## src/hsd_pkg.sv

```systemverilog
// ----------------------------------------------------------------------------
// hsd_pkg
// Types and constants shared by the stream decoder modules.
// ----------------------------------------------------------------------------
package hsd_pkg;

  localparam int unsigned NodeSlots  = 512;
  localparam int unsigned StackDepth = 256;
  localparam int unsigned CountBits  = 32;

  localparam int unsigned NodeW  = $clog2(NodeSlots);
  localparam int unsigned StackW = $clog2(StackDepth);

  localparam logic [7:0] CharI    = 8'h49;
  localparam logic [7:0] CharL    = 8'h4C;
  localparam logic [7:0] CharZero = 8'h30;
  localparam logic [7:0] CharNine = 8'h39;

  localparam logic [CountBits-1:0] CountMax = '1;

  localparam logic [1:0] PhHeader = 2'd0;
  localparam logic [1:0] PhTree   = 2'd1;
  localparam logic [1:0] PhData   = 2'd2;
  localparam logic [1:0] PhDone   = 2'd3;

  typedef struct packed {
    logic       start_req;
    logic [7:0] data_byte;
  } in_word_t;

  typedef struct packed {
    logic [7:0] symbol;
    logic       last;
    logic       status;
  } out_word_t;

  // node table entry: leaf flag, symbol, left, right
  typedef struct packed {
    logic             is_leaf;
    logic [7:0]       sym;
    logic [NodeW-1:0] left;
    logic [NodeW-1:0] right;
  } node_t;

  typedef struct packed {
    logic [NodeW-1:0] node;
    logic             left_done;
  } stk_t;

  // controller -> datapath
  typedef struct packed {
    logic load;     // capture input word, apply start
    logic tree_op;  // perform one tree-phase step
    logic bit_rd;   // issue node read for walk
    logic bit_use;  // consume read data for current bit
  } hsd_cmd_t;

  // datapath -> controller
  typedef struct packed {
    logic [1:0] phase;
    logic       bits_done;
    logic       emit;
  } hsd_sts_t;

endpackage

```

## src/hsd_ctrl.sv

```systemverilog
// ----------------------------------------------------------------------------
// hsd_ctrl
// Sequencer: take a word, run a tree step or up to eight bit walk steps.
// ----------------------------------------------------------------------------
module hsd_ctrl import hsd_pkg::*; (
  input  logic     clk_i,
  input  logic     rst_ni,
  input  logic     in_valid_i,
  output logic     in_stall_o,
  input  logic     out_busy_i,
  input  hsd_sts_t sts_i,
  output hsd_cmd_t cmd_o
);

  localparam logic [1:0] StIdle = 2'd0;
  localparam logic [1:0] StDisp = 2'd1;
  localparam logic [1:0] StRead = 2'd2;
  localparam logic [1:0] StUse  = 2'd3;

  logic [1:0] state_q, state_d;

  assign in_stall_o = (state_q != StIdle);

  always_comb begin
    state_d = state_q;
    cmd_o   = '0;
    unique case (state_q)
      StIdle: begin
        if (in_valid_i) begin
          cmd_o.load = 1'b1;
          state_d    = StDisp;
        end
      end
      StDisp: begin
        priority if (sts_i.phase == PhData) begin
          cmd_o.bit_rd = 1'b1;
          state_d      = StRead;
        end else if (!out_busy_i) begin
          cmd_o.tree_op = 1'b1;
          state_d       = StIdle;
        end else begin
          // hold until the output register drains
          state_d = StDisp;
        end
      end
      StRead: state_d = StUse;
      StUse: begin
        // hold while a symbol would overrun the output register
        if (!(sts_i.emit && out_busy_i)) begin
          cmd_o.bit_use = 1'b1;
          state_d       = StDisp;
          if (sts_i.bits_done) state_d = StIdle;
        end
      end
      default: state_d = StIdle;
    endcase
  end

  always_ff @(posedge clk_i or negedge rst_ni) begin
    if (!rst_ni) begin
      state_q <= StIdle;
    end else begin
      state_q <= state_d;
    end
  end

endmodule

```

## config.mk

```make
export PLATFORM = sky130hd
export DESIGN_NAME = hsd_ctrl
export DESIGN_NICKNAME = d
export VERILOG_FILES = /design/src/hsd_pkg.sv /design/src/hsd_ctrl.sv
export SDC_FILE = /design/constraint.sdc
export NUM_CORES = 1
export LEC_CHECK = 0
export ABC_AREA = 1
export BUFFER_PORTS_ARGS = -buffer_cell sky130_fd_sc_hd__buf_4
export CAP_MARGIN = 20
export CELL_PAD_IN_SITES_DETAIL_PLACEMENT = 1
export CELL_PAD_IN_SITES_GLOBAL_PLACEMENT = 2
export CORE_UTILIZATION = 11
export DETAILED_ROUTE_END_ITERATION = 10
export PLACE_DENSITY = 0.63
export SYNTH_ARGS = -nofsm -noshare
export SYNTH_HDL_FRONTEND = slang
export SYNTH_SLANG_ARGS = --single-unit
export TNS_END_PERCENT = 1
```

## constraint.sdc

```tcl
create_clock -name clk_i -period 0.9 [get_ports clk_i]
set_input_delay 0.045 -clock clk_i [delete_from_list [all_inputs] [get_ports clk_i]]
set_output_delay 0.045 -clock clk_i [all_outputs]
set_load 0.005 [all_outputs]
```

=== After elaboration in Yosys (flattened, before gate mapping) ===
Index checks and enable logic that the tools add are counted.
Widths: inputs -> output; s select.

* Input bits: 8
* Flip-flop bits (word level): 2
* Output and inout port bits: 5

* Multiplexer cells: 14
* Equality and inequality tests: 6
* Reduce and logical (&&, ||, !) cells: 4

{| class="wikitable"
|+ Operators with widths
! operator !! count
|-
| $mux 1 || 9
|-
| $mux 2 || 4
|-
| $pmux 2 s4 || 1
|-
| $eq 2x2->1 const B || 3
|-
| $ne 2x2->1 const B || 2
|-
| $eq 2x1->1 const B || 1
|-
| $logic_not 2->1 || 1
|-
| $reduce_and 2->1 || 1
|-
| $reduce_bool 2->1 || 1
|-
| $logic_and 1x1->1 || 1
|}

=== Depth between registers and ports, before layout ===
Gate-level depths: netlist (run 1).

* Depth after elaboration: 3
* Mapped depth: 6
* Mapped depth without buffers: 6

=== Worst setup path before layout (run 1) ===
OpenSTA, ideal clock, no wires.

* Kind: register to register
* Start: reg (tool-made name)
* End: reg state_q[0]
* Data required time: 0.783 ns
* Arrival time: 0.742 ns
* Library setup time: 0.117 ns
* Cell stages (with the launch flop): 7
* Slack: 0.042 ns
* Buffers on the path: 0
* Cell sequence: dfrtp_1 nor2_1 nand2_1 nand2_1 inv_1 nand2_1 nand2_1

{| class="wikitable"
|+ RTL lines
! item !! RTL line !! source
|-
| to (signal assigned) || hsd_ctrl.sv:61 || <nowiki>state_q <= StIdle;</nowiki>
|-
| to (signal assigned) || hsd_ctrl.sv:63 || <nowiki>state_q <= state_d;</nowiki>
|-
| to (decl) || hsd_ctrl.sv:20 || <nowiki>logic [1:0] state_q, state_d;</nowiki>
|}

==> results of run 1 <==
## cell type report
class                      instances  share of cell area, %
sequential                         2                  14.55
timing repair buffer              18                  40.00
inverter                           7                  7.636
multi-input combinational         20                  25.82
clock buffer                       3                  6.545
tap                               15                  5.455
## power groups by stage
stage / Clock [mW] / Combinational (mW) / Sequential (mW)
finish: 0.199 / 0.561 / 0.199
global route: 0.219 / 0.636 / 0.207
CTS: 0.212 / 0.516 / 0.198
detailed placement: 0 / 0.458 / 0.195
global placement: 0 / 0.462 / 0.187
floorplan: 0 / 0.196 / 0.187
## worst max-delay path, cell delays in order, from the launching register on
cell and delay, ps:
dfrtp_1 430, nor2_1 150, inv_1 70, nor2_1 80, buf_4 110
## metal layers
metal | wire [um] | vias to the layer above | part of all wire, % | GRT usage, %
met4 | 4 | 0 | 0.69 | 10.34
met5 | 0 | - | 0 | 0
li1 | - | 126 | - | -
met3 | 49 | 2 | 8.5 | 3.409
met1 | 216 | 103 | 37 | 9.000
met2 | 308 | 8 | 53 | 15.57
## timing repair
action | in CTS | in global routing
hold endpoints to repair | 2 | 0
setup endpoints to repair | 6 | 7
gates resized for setup | 3 | 1
pin swaps | 2 | 2
setup buffers | 1 | 1
hold buffers | 1 | 0
## placed cells by master, fill, tap and decap left out
cell	count
inv_2	2
inv_1	5
nand3_1	3
dlygate4sd3_1	1
nor2_1	4
buf_4	17
nand2_1	10
a21oi_2	1
dfrtp_1	2
nand2_2	1
nor2_2	1
clkbuf_4	3
## metrics by stage
stage               hold slack (ps)  utilization (%)  setup slack [ps]  total power, mW  setup TNS, ps
detailed placement           -168.7            21.84            -27.64           0.6536         -27.64
global placement             -171.2            21.84            -18.46           0.6491         -18.46
global route                  126.6            26.12            -301.0            1.062          -1517
finish                        113.3            26.12            -215.5           0.9590          -1010
floorplan                    -250.6                -             41.92           0.3828              0
CTS                           106.1            25.26            -237.5           0.9252         -980.2
## final timing paths
| check | startpoint | end | slack, ps | cells past startpoint |
|---|---|---|---|---|
| min in group asynchronous | rst_ni | asynchronous set/reset pin | 140 | 2 |
| max in group asynchronous | rst_ni | state_q[0] | 670 | 2 |
| setup / recovery | state_q[0] | cmd_o[3] | -220 | 4 |
| hold / removal | sts_i[2] | flip-flop | 110 | 4 |
| hold reg to reg | flip-flop | state_q[0] | 690 | 3 |
| setup reg to reg | flip-flop | flip-flop | -90 | 5 |
## cells by family (layout without fill, tap and decap cells)
| group | count (synthesis) | after routing | synth area share, % |
|---|---|---|---|
| simple gates | 19 | 19 | 48.00 |
| flops | 2 | 2 | 32.00 |
| compound gates | 1 | 1 | 3.197 |
| buf+inv | 7 | 28 | 16.80 |
==> results.md, run 1 <==
* Post-synth EDFFs at 0
* Starting Density at 11.87%
* Netlist cell types at 7
* ANT nets after route at 0
* Measured slew at the worst slew-check pin at 199.3 ps
* Total die area at 1576 um^2
* Total CTS buffers at 3
* Clock skew at approximately 1.2 ps
* Synth warnings at 0
* Pwr dens at 2787 nW/um^2
* Setup crit end kind: output pin
* P_leak at 0.2040 nW
* Post-synth top cells: 11 x nand2_1, 6 x inv_1, 5 x nor2_1, 3 x nand3_1, 2 x dfrtp_1
* Top_reg_cell synth: dfrtp_1
* Pint at 604.6 uW
* Final Non-Filler Cells at 65
* Crit path required time at between 800 and 900 ps
* Status: finished with violations
* Overall routing resource usage at 9.696%
* Total wire length at a little under 600 um
* Clk pwr share at a little over a fifth
* Detailed Routing Iterations Pass 1 at 2
* Clk Latency, worst-skew pair at 220 ps
* Seq pwr share at around 21%
* Final worst path period need at 1116 ps
* Clk slew on worst S/H paths at ~30 ps
* DP HPWL at 434.7 um
* Core Region at 1318 um^2
* Reg area at 50.05 um^2
* Switching Share at 36.95%
* Critical Path AT at roughly 1100 ps
* Multi-input logic area at 88.84 um^2
* Initial antenna violation count at 0
* First-pass GRT wire length at roughly 940 um
* P_sw at 354.4 uW
* Post-synth top area share at 32.00%
* Flops & latches, synth at 2
* Vias in the first global route at 245
* Gr ovfl total at 0
* Final instance area at 344.1 um^2
* Num Clock Sinks at 2
* Die height at 39.71 um
* Crit path max fanout at 5
* Slew Viols, Final at 0
* DRC Markers at 0
* Seq/Total Area, Yosys at 32.00%
* Maximum number of pins on one net before global-route repair at 6
* Setup Crit Path Kind: reg2out
* Ys async rst share at 100.0%
* CTS tree: built
* H-tree levels at 1
* Vias per cell at 3.677
* Crit share post-route at 123.9%
* Post-synth net total at 37
* DR vias at roughly 240
* GPL Wtd Cong at 0.5958
* Max-cap viol count at 0
* Worst min path class: in2reg
* Std cell rows at 13
* Placed cells at 59
* Clock Tree Root: clkbuf_4
* Most frequent cell after synthesis: nand2_1
* Io pins at 13
* Clock Path Buffers at 2
* # port buffers at 12
* RSZ-0062 raised after global routing: yes
* Relative slew margins at 86.71%
* Ant. Diodes at 0
* Detailed Route Iter0 Violations at 4
* Layout fillers at 174
* Post-Synthesis Mean Instance Area at 5.393 um^2
* Placed cell areas at 287.8 um^2
* Width of the die at 39.71 um
* Worst vdd ir at approximately 560 uV
* Nets@finish at 60
* Dominant cell type by area after synthesis: dfrtp_1
* Worst setup margin at -215.5 ps
* Layout area overhead at 120.0%
* Failing checks: setup timing
* Worst Setup Start Kind: flip-flop
* Fraction of layout cells with a size suffix above 1 at 50.00%
* Post-Syn Area at 156.4 um^2
* Synth area leaders: dfrtp_1 32%, nand2_1 26%, inv_1 14%
* Post-Syn Instances at 29
* # setup viols final at 7
* Logic pwr share at a little under 60%
* Timing-limited maximum frequency at 896.5 MHz
* Routed WL per cell at 8.908 um
* Fin. Hold Viols at 0
Power figures use the tool's default switching activity.
==> run 2, diff against run 1 <==
--- a/config.mk
+++ b/config.mk
@@ -10,6 +10,7 @@
 export CAP_MARGIN = 20
 export CELL_PAD_IN_SITES_DETAIL_PLACEMENT = 1
 export CELL_PAD_IN_SITES_GLOBAL_PLACEMENT = 2
+export CORE_MARGIN = 2
 export CORE_UTILIZATION = 11
 export DETAILED_ROUTE_END_ITERATION = 10
 export PLACE_DENSITY = 0.63
==> run 2 against run 1 <==
Effect of this change:
- the run still ends with setup timing left
- worst hold slack lost 12 ps
- largest power group unchanged
- utilization grew 1.0 points
- combinational power grew 6.2%
- non-clock buffer count grew 1
- wire length grew 2.1%
- highest routed layer unchanged
- cell count grew 1.5%
- register-to-register slack lost 20 ps
- critical path type unchanged
- critical path depth grew 2
- fmax grew 1.6%
- clock skew grew 1.5 ps
==> results.md, run 2 (same netlist as run 1, synthesis figures left out) <==
* Status: finished with violations (unchanged)
* Min Hold Slack at 101.4 ps (was 113.3 ps)
* H-tree levels at 1 (unchanged)
* Initial antenna violation count at 0 (unchanged)
* Setup crit end kind: output pin (unchanged)
* Slew Viols, Final at 0 (unchanged)
* Switching Share at 36.08% (was 36.95%)
* Vias in the first global route at 266 (was 245)
* Pint at 646.7 uW (was 604.6 uW)
* CP cell instances: inv_2 -> nand2_2 -> inv_2 -> nand2_2 -> nor2_2 -> buf_4 (was nor2_1 -> inv_1 -> nor2_1 -> buf_4)
* Total wire length at 591 um (was 579 um)
* Die height at 41.71 um (was 39.71 um)
* Crit path buf inv count at 3 (was 2)
* Num Clock Sinks at 2 (unchanged)
* DP HPWL at 407.3 um (was 434.7 um)
* Multi-input logic area at 92.59 um^2 (was 88.84 um^2)
* Commonest non-fill, non-tap cell in the layout: buf_4 (unchanged)
* Relative slew margins at 91.99% (was 86.71%)
* RSZ-0062 raised after global routing: yes (unchanged)
* Ant. Diodes at 0 (unchanged)
* Worst setup margin at -198.1 ps (was -215.5 ps)
* Seq pwr share at 21.6% (was 20.7%)
* Setup Crit Path Kind: reg2out (unchanged)
* Clk pwr share at 19.5% (was 20.8%)
* Nets@finish at 61 (was 60)
* Crit path max fanout at 5 (unchanged)
* Total die area at 1739 um^2 (was 1576 um^2)
* GPL Wtd Cong at 0.6399 (was 0.5958)
* P_sw at 364.9 uW (was 354.4 uW)
* Reg area at 52.55 um^2 (was 50.05 um^2)
* ANT nets after route at 0 (unchanged)
* Final worst path period need at 1098 ps (was 1116 ps)
* Crit path required time at 850 ps (about the same)
* Fraction of layout cells with a size suffix above 1 at 58.82% (was 50.00%)
* Maximum number of pins on one net before global-route repair at 6 (unchanged)
* Layout fillers at 174 (unchanged)
* Critical Path Max Stage Delay at 430 ps (about the same)
* DR vias at 240 (was 239)
* Critical Path AT at 1050 ps (was 1070 ps)
* CP max-delay cell: dfrtp_2 (was dfrtp_1)
* Io pins at 13 (unchanged)
* CTS tree: built (unchanged)
* Final instance area at 357.8 um^2 (was 344.1 um^2)
* Detailed Routing Iterations Pass 1 at 2 (unchanged)
* Placed cell areas at 280.3 um^2 (was 287.8 um^2)
* Overall routing resource usage at 8.513% (was 9.696%)
* Clock Path Buffers at 2 (unchanged)
* Logic pwr share at 58.9% (was 58.5%)
* Failing checks: setup timing (unchanged)
* Timing-limited maximum frequency at 910.6 MHz (was 896.5 MHz)
* P_leak at 0.2069 nW (was 0.2040 nW)
* Detailed Route Iter0 Violations at 1 (was 4)
* Worst Setup Start Kind: flip-flop (unchanged)
* Fin. Hold Viols at 0 (unchanged)
* Worst min path class: in2reg (unchanged)
* Clk slew on worst S/H paths at 30 ps (about the same)
* # setup viols final at 7 (unchanged)
* Crit share post-route at 122.0% (was 123.9%)
* Gr ovfl total at 0 (unchanged)
* First-pass GRT wire length at 1035 um (was 938 um)
* Family with the most delay on the worst path: flip-flops (unchanged)
* DRC Markers at 0 (unchanged)
* Measured slew at the worst slew-check pin at 119.9 ps (was 199.3 ps)
* Worst vdd ir at 665.4 uV (was 563.8 uV)
* Clock Tree Root: clkbuf_4 (unchanged)
* Core Region at 1318 um^2 (unchanged)
* Total CTS buffers at 3 (unchanged)
* Clk Latency, worst-skew pair at 220 ps (about the same)
* Vias per cell at 3.636 (was 3.677)
* Std cell rows at 13 (unchanged)
* Pwr dens at 2827 nW/um^2 (was 2787 nW/um^2)
* Max-cap viol count at 0 (unchanged)
* Width of the die at 41.71 um (was 39.71 um)
* Routed WL per cell at 8.955 um (was 8.908 um)
* Leading cell types in the layout, fill and taps excluded: 18 x buf_4, 9 x nand2_1, 5 x inv_1 (was 17 x buf_4, 10 x nand2_1, 5 x inv_1)
* Starting Density at 11.87% (unchanged)
* Clock skew at 2.746 ps (was 1.216 ps)
* # port buffers at 12 (unchanged)
* Layout area overhead at 128.8% (was 120.0%)
## run 2: what timing repair did
action,in CTS,in global routing
setup buffers,3,1
resized for setup,3,5
cloned,0,0
hold buffers,1,0
endpoints found under the setup margin,6,7
pin swaps,3,1
endpoints found under the hold margin,2,0
## run 2: final cells by class
class | count | area share (%)
multi-input combinational | 20 | 25.87
inverter | 7 | 7.343
tap | 15 | 5.245
timing repair buffer | 19 | 40.56
sequential | 2 | 14.69
clock buffer | 3 | 6.294
## run 2: stage by stage
| step | power (mW) | cells | setup slack, ps | util (%) | TNS [ps] |
|---|---|---|---|---|---|
| finish | 1.012 | 66 | -198.1 | 27.16 | -938.4 |
| global route | 1.145 | 66 | -295.8 | 27.16 | -1524 |
| CTS | 0.9557 | 65 | -227.1 | 25.83 | -934.7 |
| detailed placement | 0.6173 | 58 | -25.04 | 21.27 | -25.04 |
| global placement | 0.6230 | 58 | -43.95 | 21.27 | -43.95 |
| floorplan | 0.3828 | 29 | 41.92 | - | 0 |
## run 2: worst min-delay path: stages
cell	delay, ps
buf_4	80
inv_1	40
nand3_1	60
a21oi_1	60
## run 2: metal layers
layer  global-route usage [%]  vias up  wire length, um
met5                        0        -                0
met4                    5.806        0                4
met3                    6.957        2               57
met2                    11.56        8              324
met1                    8.661      102              205
li1                         -      128                -
## run 2: final timing paths
path                            from                         end  slack (ps)  cells after the start
setup / recovery           flip-flop                    cmd_o[2]        -200                      6
hold / removal              sts_i[2]                   flip-flop         100                      4
setup reg to reg           flip-flop                   flip-flop        -110                      5
hold reg to reg            flip-flop                  state_q[0]         600                      2
max in group asynchronous     rst_ni  asynchronous set/reset pin         650                      2
min in group asynchronous     rst_ni                  state_q[0]         150                      2
## run 2: power by group through the flow
| stage | clock [mW] | combinational [mW] | sequential (mW) |
|---|---|---|---|
| floorplan | 0 | 0.196 | 0.187 |
| global placement | 0 | 0.429 | 0.194 |
| detailed placement | 0 | 0.422 | 0.196 |
| CTS | 0.212 | 0.546 | 0.198 |
| global route | 0.224 | 0.680 | 0.240 |
| finish | 0.197 | 0.596 | 0.219 |
==> run 3, diff against run 2 <==
--- a/config.mk
+++ b/config.mk
@@ -10,10 +10,10 @@
 export CAP_MARGIN = 20
 export CELL_PAD_IN_SITES_DETAIL_PLACEMENT = 1
 export CELL_PAD_IN_SITES_GLOBAL_PLACEMENT = 2
-export CORE_MARGIN = 2
-export CORE_UTILIZATION = 11
+export CORE_AREA = 2 2 39 41
 export DETAILED_ROUTE_END_ITERATION = 10
-export PLACE_DENSITY = 0.63
+export DIE_AREA = 0 0 41 43
+export PLACE_DENSITY = 0.64
 export SYNTH_ARGS = -nofsm -noshare
 export SYNTH_HDL_FRONTEND = slang
 export SYNTH_SLANG_ARGS = --single-unit
==> constraint.sdc (replaced) <==
create_clock -name clk_i -period 1.3 [get_ports clk_i]
set_input_delay 0.065 -clock clk_i [delete_from_list [all_inputs] [get_ports clk_i]]
set_output_delay 0.065 -clock clk_i [all_outputs]
set_load 0.005 [all_outputs]
==> run 3 against run 2 <==
Effect of this change:
- via count decreased by 7.1%
- sequential share of layout area grew 2.1 points
- the run now ends clean
- highest routed layer is now met3
- clock skew grew 0.77 ps
- combinational power decreased by 59%
==> results.md, run 3 (same netlist as run 1, synthesis figures left out) <==
* Crit share post-route at between 80% and 90%
* # Post-CTS Setup Buffers at 0 (was 3)
* Ant. Diodes at 0 (unchanged)
* Setup TNS at 0 ps (was -938.4 ps)
* Total wire length at 516 um (was 591 um)
* Pre-CTS WS at 340.4 ps (was -25.04 ps)
* Starting Density at 11.30% (was 11.87%)
* Layout area overhead at 91.20% (was 128.8%)
* Overall routing resource usage at 7.515% (was 8.513%)
* Detailed Routing Iterations Pass 1 at 1 (was 2)
* Worst setup margin at 156.3 ps (was -198.1 ps)
* Worst Setup Start Kind: flip-flop (unchanged)
* Post-CTS sizing at 0 (was 3)
* # setup viols final at 0 (was 7)
* # hold bufs at CTS at 1 (unchanged)
* Fraction of layout cells with a size suffix above 1 at 35.56% (was 58.82%)
* Width of the die at 41 um (was 41.71 um)
* H-tree levels at 1 (unchanged)
* DP HPWL at 417.5 um (was 407.3 um)
* Core Region at 1384 um^2 (was 1318 um^2)
* Worst vdd ir at 348.9 uV (was 665.4 uV)
* Initial antenna violation count at 0 (unchanged)
* Slew Viols, Final at 0 (unchanged)
* Final worst path period need at ~1100 ps
* Vias per cell at 3.656 (was 3.636)
* Pint at 320.6 uW (was 646.7 uW)
* Crit path required time at 1240 ps (was 850 ps)
* Clock skew at 3.519 ps (was 2.746 ps)
* Critical Path AT at 1080 ps (was 1050 ps)
* Setup crit end kind: output pin (unchanged)
* Fin. Hold Viols at 0 (unchanged)
* CTS tree: built (unchanged)
* DRC Markers at 0 (unchanged)
* Placed cell areas at 266.5 um^2 (was 280.3 um^2)
* P_leak at 0.1810 nW (was 0.2069 nW)
* Clk slew on worst S/H paths at 30 ps (about the same)
* Switching Share at 38.48% (was 36.08%)
* Status: finished, final reports clean (was finished with violations)
* Nets@finish at 55 (was 61)
* DR vias at 223 (was 240)
* Hold Crit Start: sts_i[2] (unchanged)
* Vias in the first global route at 239 (was 266)
* Logic pwr share at 46.8% (was 58.9%)
* Die height at 43 um (was 41.71 um)
* Hold depth at 4 (unchanged)
* Worst R2R Path Depth at 6 (was 5)
* Commonest non-fill, non-tap cell in the layout: buf_4 (unchanged)
* Final instance area at 299.0 um^2 (was 357.8 um^2)
* Clk pwr share at 26.1% (was 19.5%)
* ANT nets after route at 0 (unchanged)
* RSZ-0062 raised after global routing: no (was yes)
* Leading cell types in the layout, fill and taps excluded: 12 x buf_4, 11 x nand2_1, 6 x inv_1 (was 18 x buf_4, 9 x nand2_1, 5 x inv_1)
* First-pass GRT wire length at 890 um (was 1035 um)
* Io pins at 13 (unchanged)
* Total CTS buffers at 3 (unchanged)
* Maximum number of pins on one net before global-route repair at 7 (was 6)
* Setup Crit Path Kind: reg2out (unchanged)
* Clock Path Buffers at 2 (unchanged)
* Gr ovfl total at 0 (unchanged)
* GPL Wtd Cong at 0.6088 (was 0.6399)
* Worst min path class: in2reg (unchanged)
* Seq pwr share at 27.0% (was 21.6%)
* Max-cap viol count at 0 (unchanged)
* Measured slew at the worst slew-check pin at 192.3 ps (was 119.9 ps)
* Crit path max fanout at 5 (unchanged)
* Std cell rows at 14 (was 13)
* Detailed Route Iter0 Violations at 0 (was 1)
* R2r setup slk at 360 ps (was -110 ps)
* Clk Latency, worst-skew pair at 220 ps (about the same)
* # port buffers at 12 (unchanged)
* P_sw at 200.5 uW (was 364.9 uW)
* Pwr dens at 1743 nW/um^2 (was 2827 nW/um^2)
* Clock Tree Root: clkbuf_4 (unchanged)
* Num Clock Sinks at 2 (unchanged)
* Routed WL per cell at 8.459 um (was 8.955 um)
* Relative slew margins at 87.18% (was 91.99%)
* Worst r2r dst: state_q[0]
* Timing-limited maximum frequency at 874.4 MHz
* Reg-to-Reg Start: state_q[0]
* Total die area at 1763 um^2 (was 1739 um^2)
run 3: metrics by stage:
stage / total power [mW] / util, % / instances / hold WS (ps)
3_3_place_gp: 0.3872 / 19.26 / 57 / -149.6
3_5_place_dp: 0.3913 / 19.26 / 57 / -151.1
2_1_floorplan: 0.2650 / - / 29 / -230.6
6_report: 0.5211 / 21.61 / 61 / 133.7
4_1_cts: 0.5405 / 21.61 / 61 / 129.7
5_1_grt: 0.5845 / 21.61 / 61 / 167.1
run 3: layer usage:
metal  part of all wire, %  global-route usage, %  up-vias
li1                      -                      -      116
met1                    38                  8.946      100
met2                    56                  10.00        7
met3                   6.0                  1.571        0
met4                     0                  8.000        0
met5                     0                      0        -
run 3: power by group through the flow:
stage	sequential [mW]	clock [mW]	combinational (mW)
global placement	0.143	0	0.244
floorplan	0.130	0	0.135
finish	0.141	0.136	0.244
CTS	0.143	0.145	0.252
global route	0.150	0.150	0.285
detailed placement	0.144	0	0.247
run 3: worst max-delay path by stage:
stage | from | to | slack [ps] | cells after the start
after global placement | state_q[0] | state_q[0] | 360 | 6
after floorplan | flip-flop | state_q[0] | 440 | 6
after CTS | flip-flop | cmd_o[2] | 130 | 6
after detailed placement | state_q[0] | state_q[0] | 340 | 6
after global routing | flip-flop | cmd_o[2] | 30 | 6
final | flip-flop | cmd_o[2] | 160 | 6
run 3: cell type report:
class | count | area (um^2)
multi-input combinational | 20 | 80.08
timing repair buffer | 13 | 100.1
clock buffer | 3 | 22.52
sequential | 2 | 50.05
fill | 173 | 1085
tap | 16 | 20.02
inverter | 7 | 26.28
run 3: worst max-delay path, stage by stage, from the launching register on:
cell and delay, ps:
dfrtp_1 410, inv_2 70, nand2_1 60, inv_1 70
nand2_1 50, nor2_1 80, buf_4 110
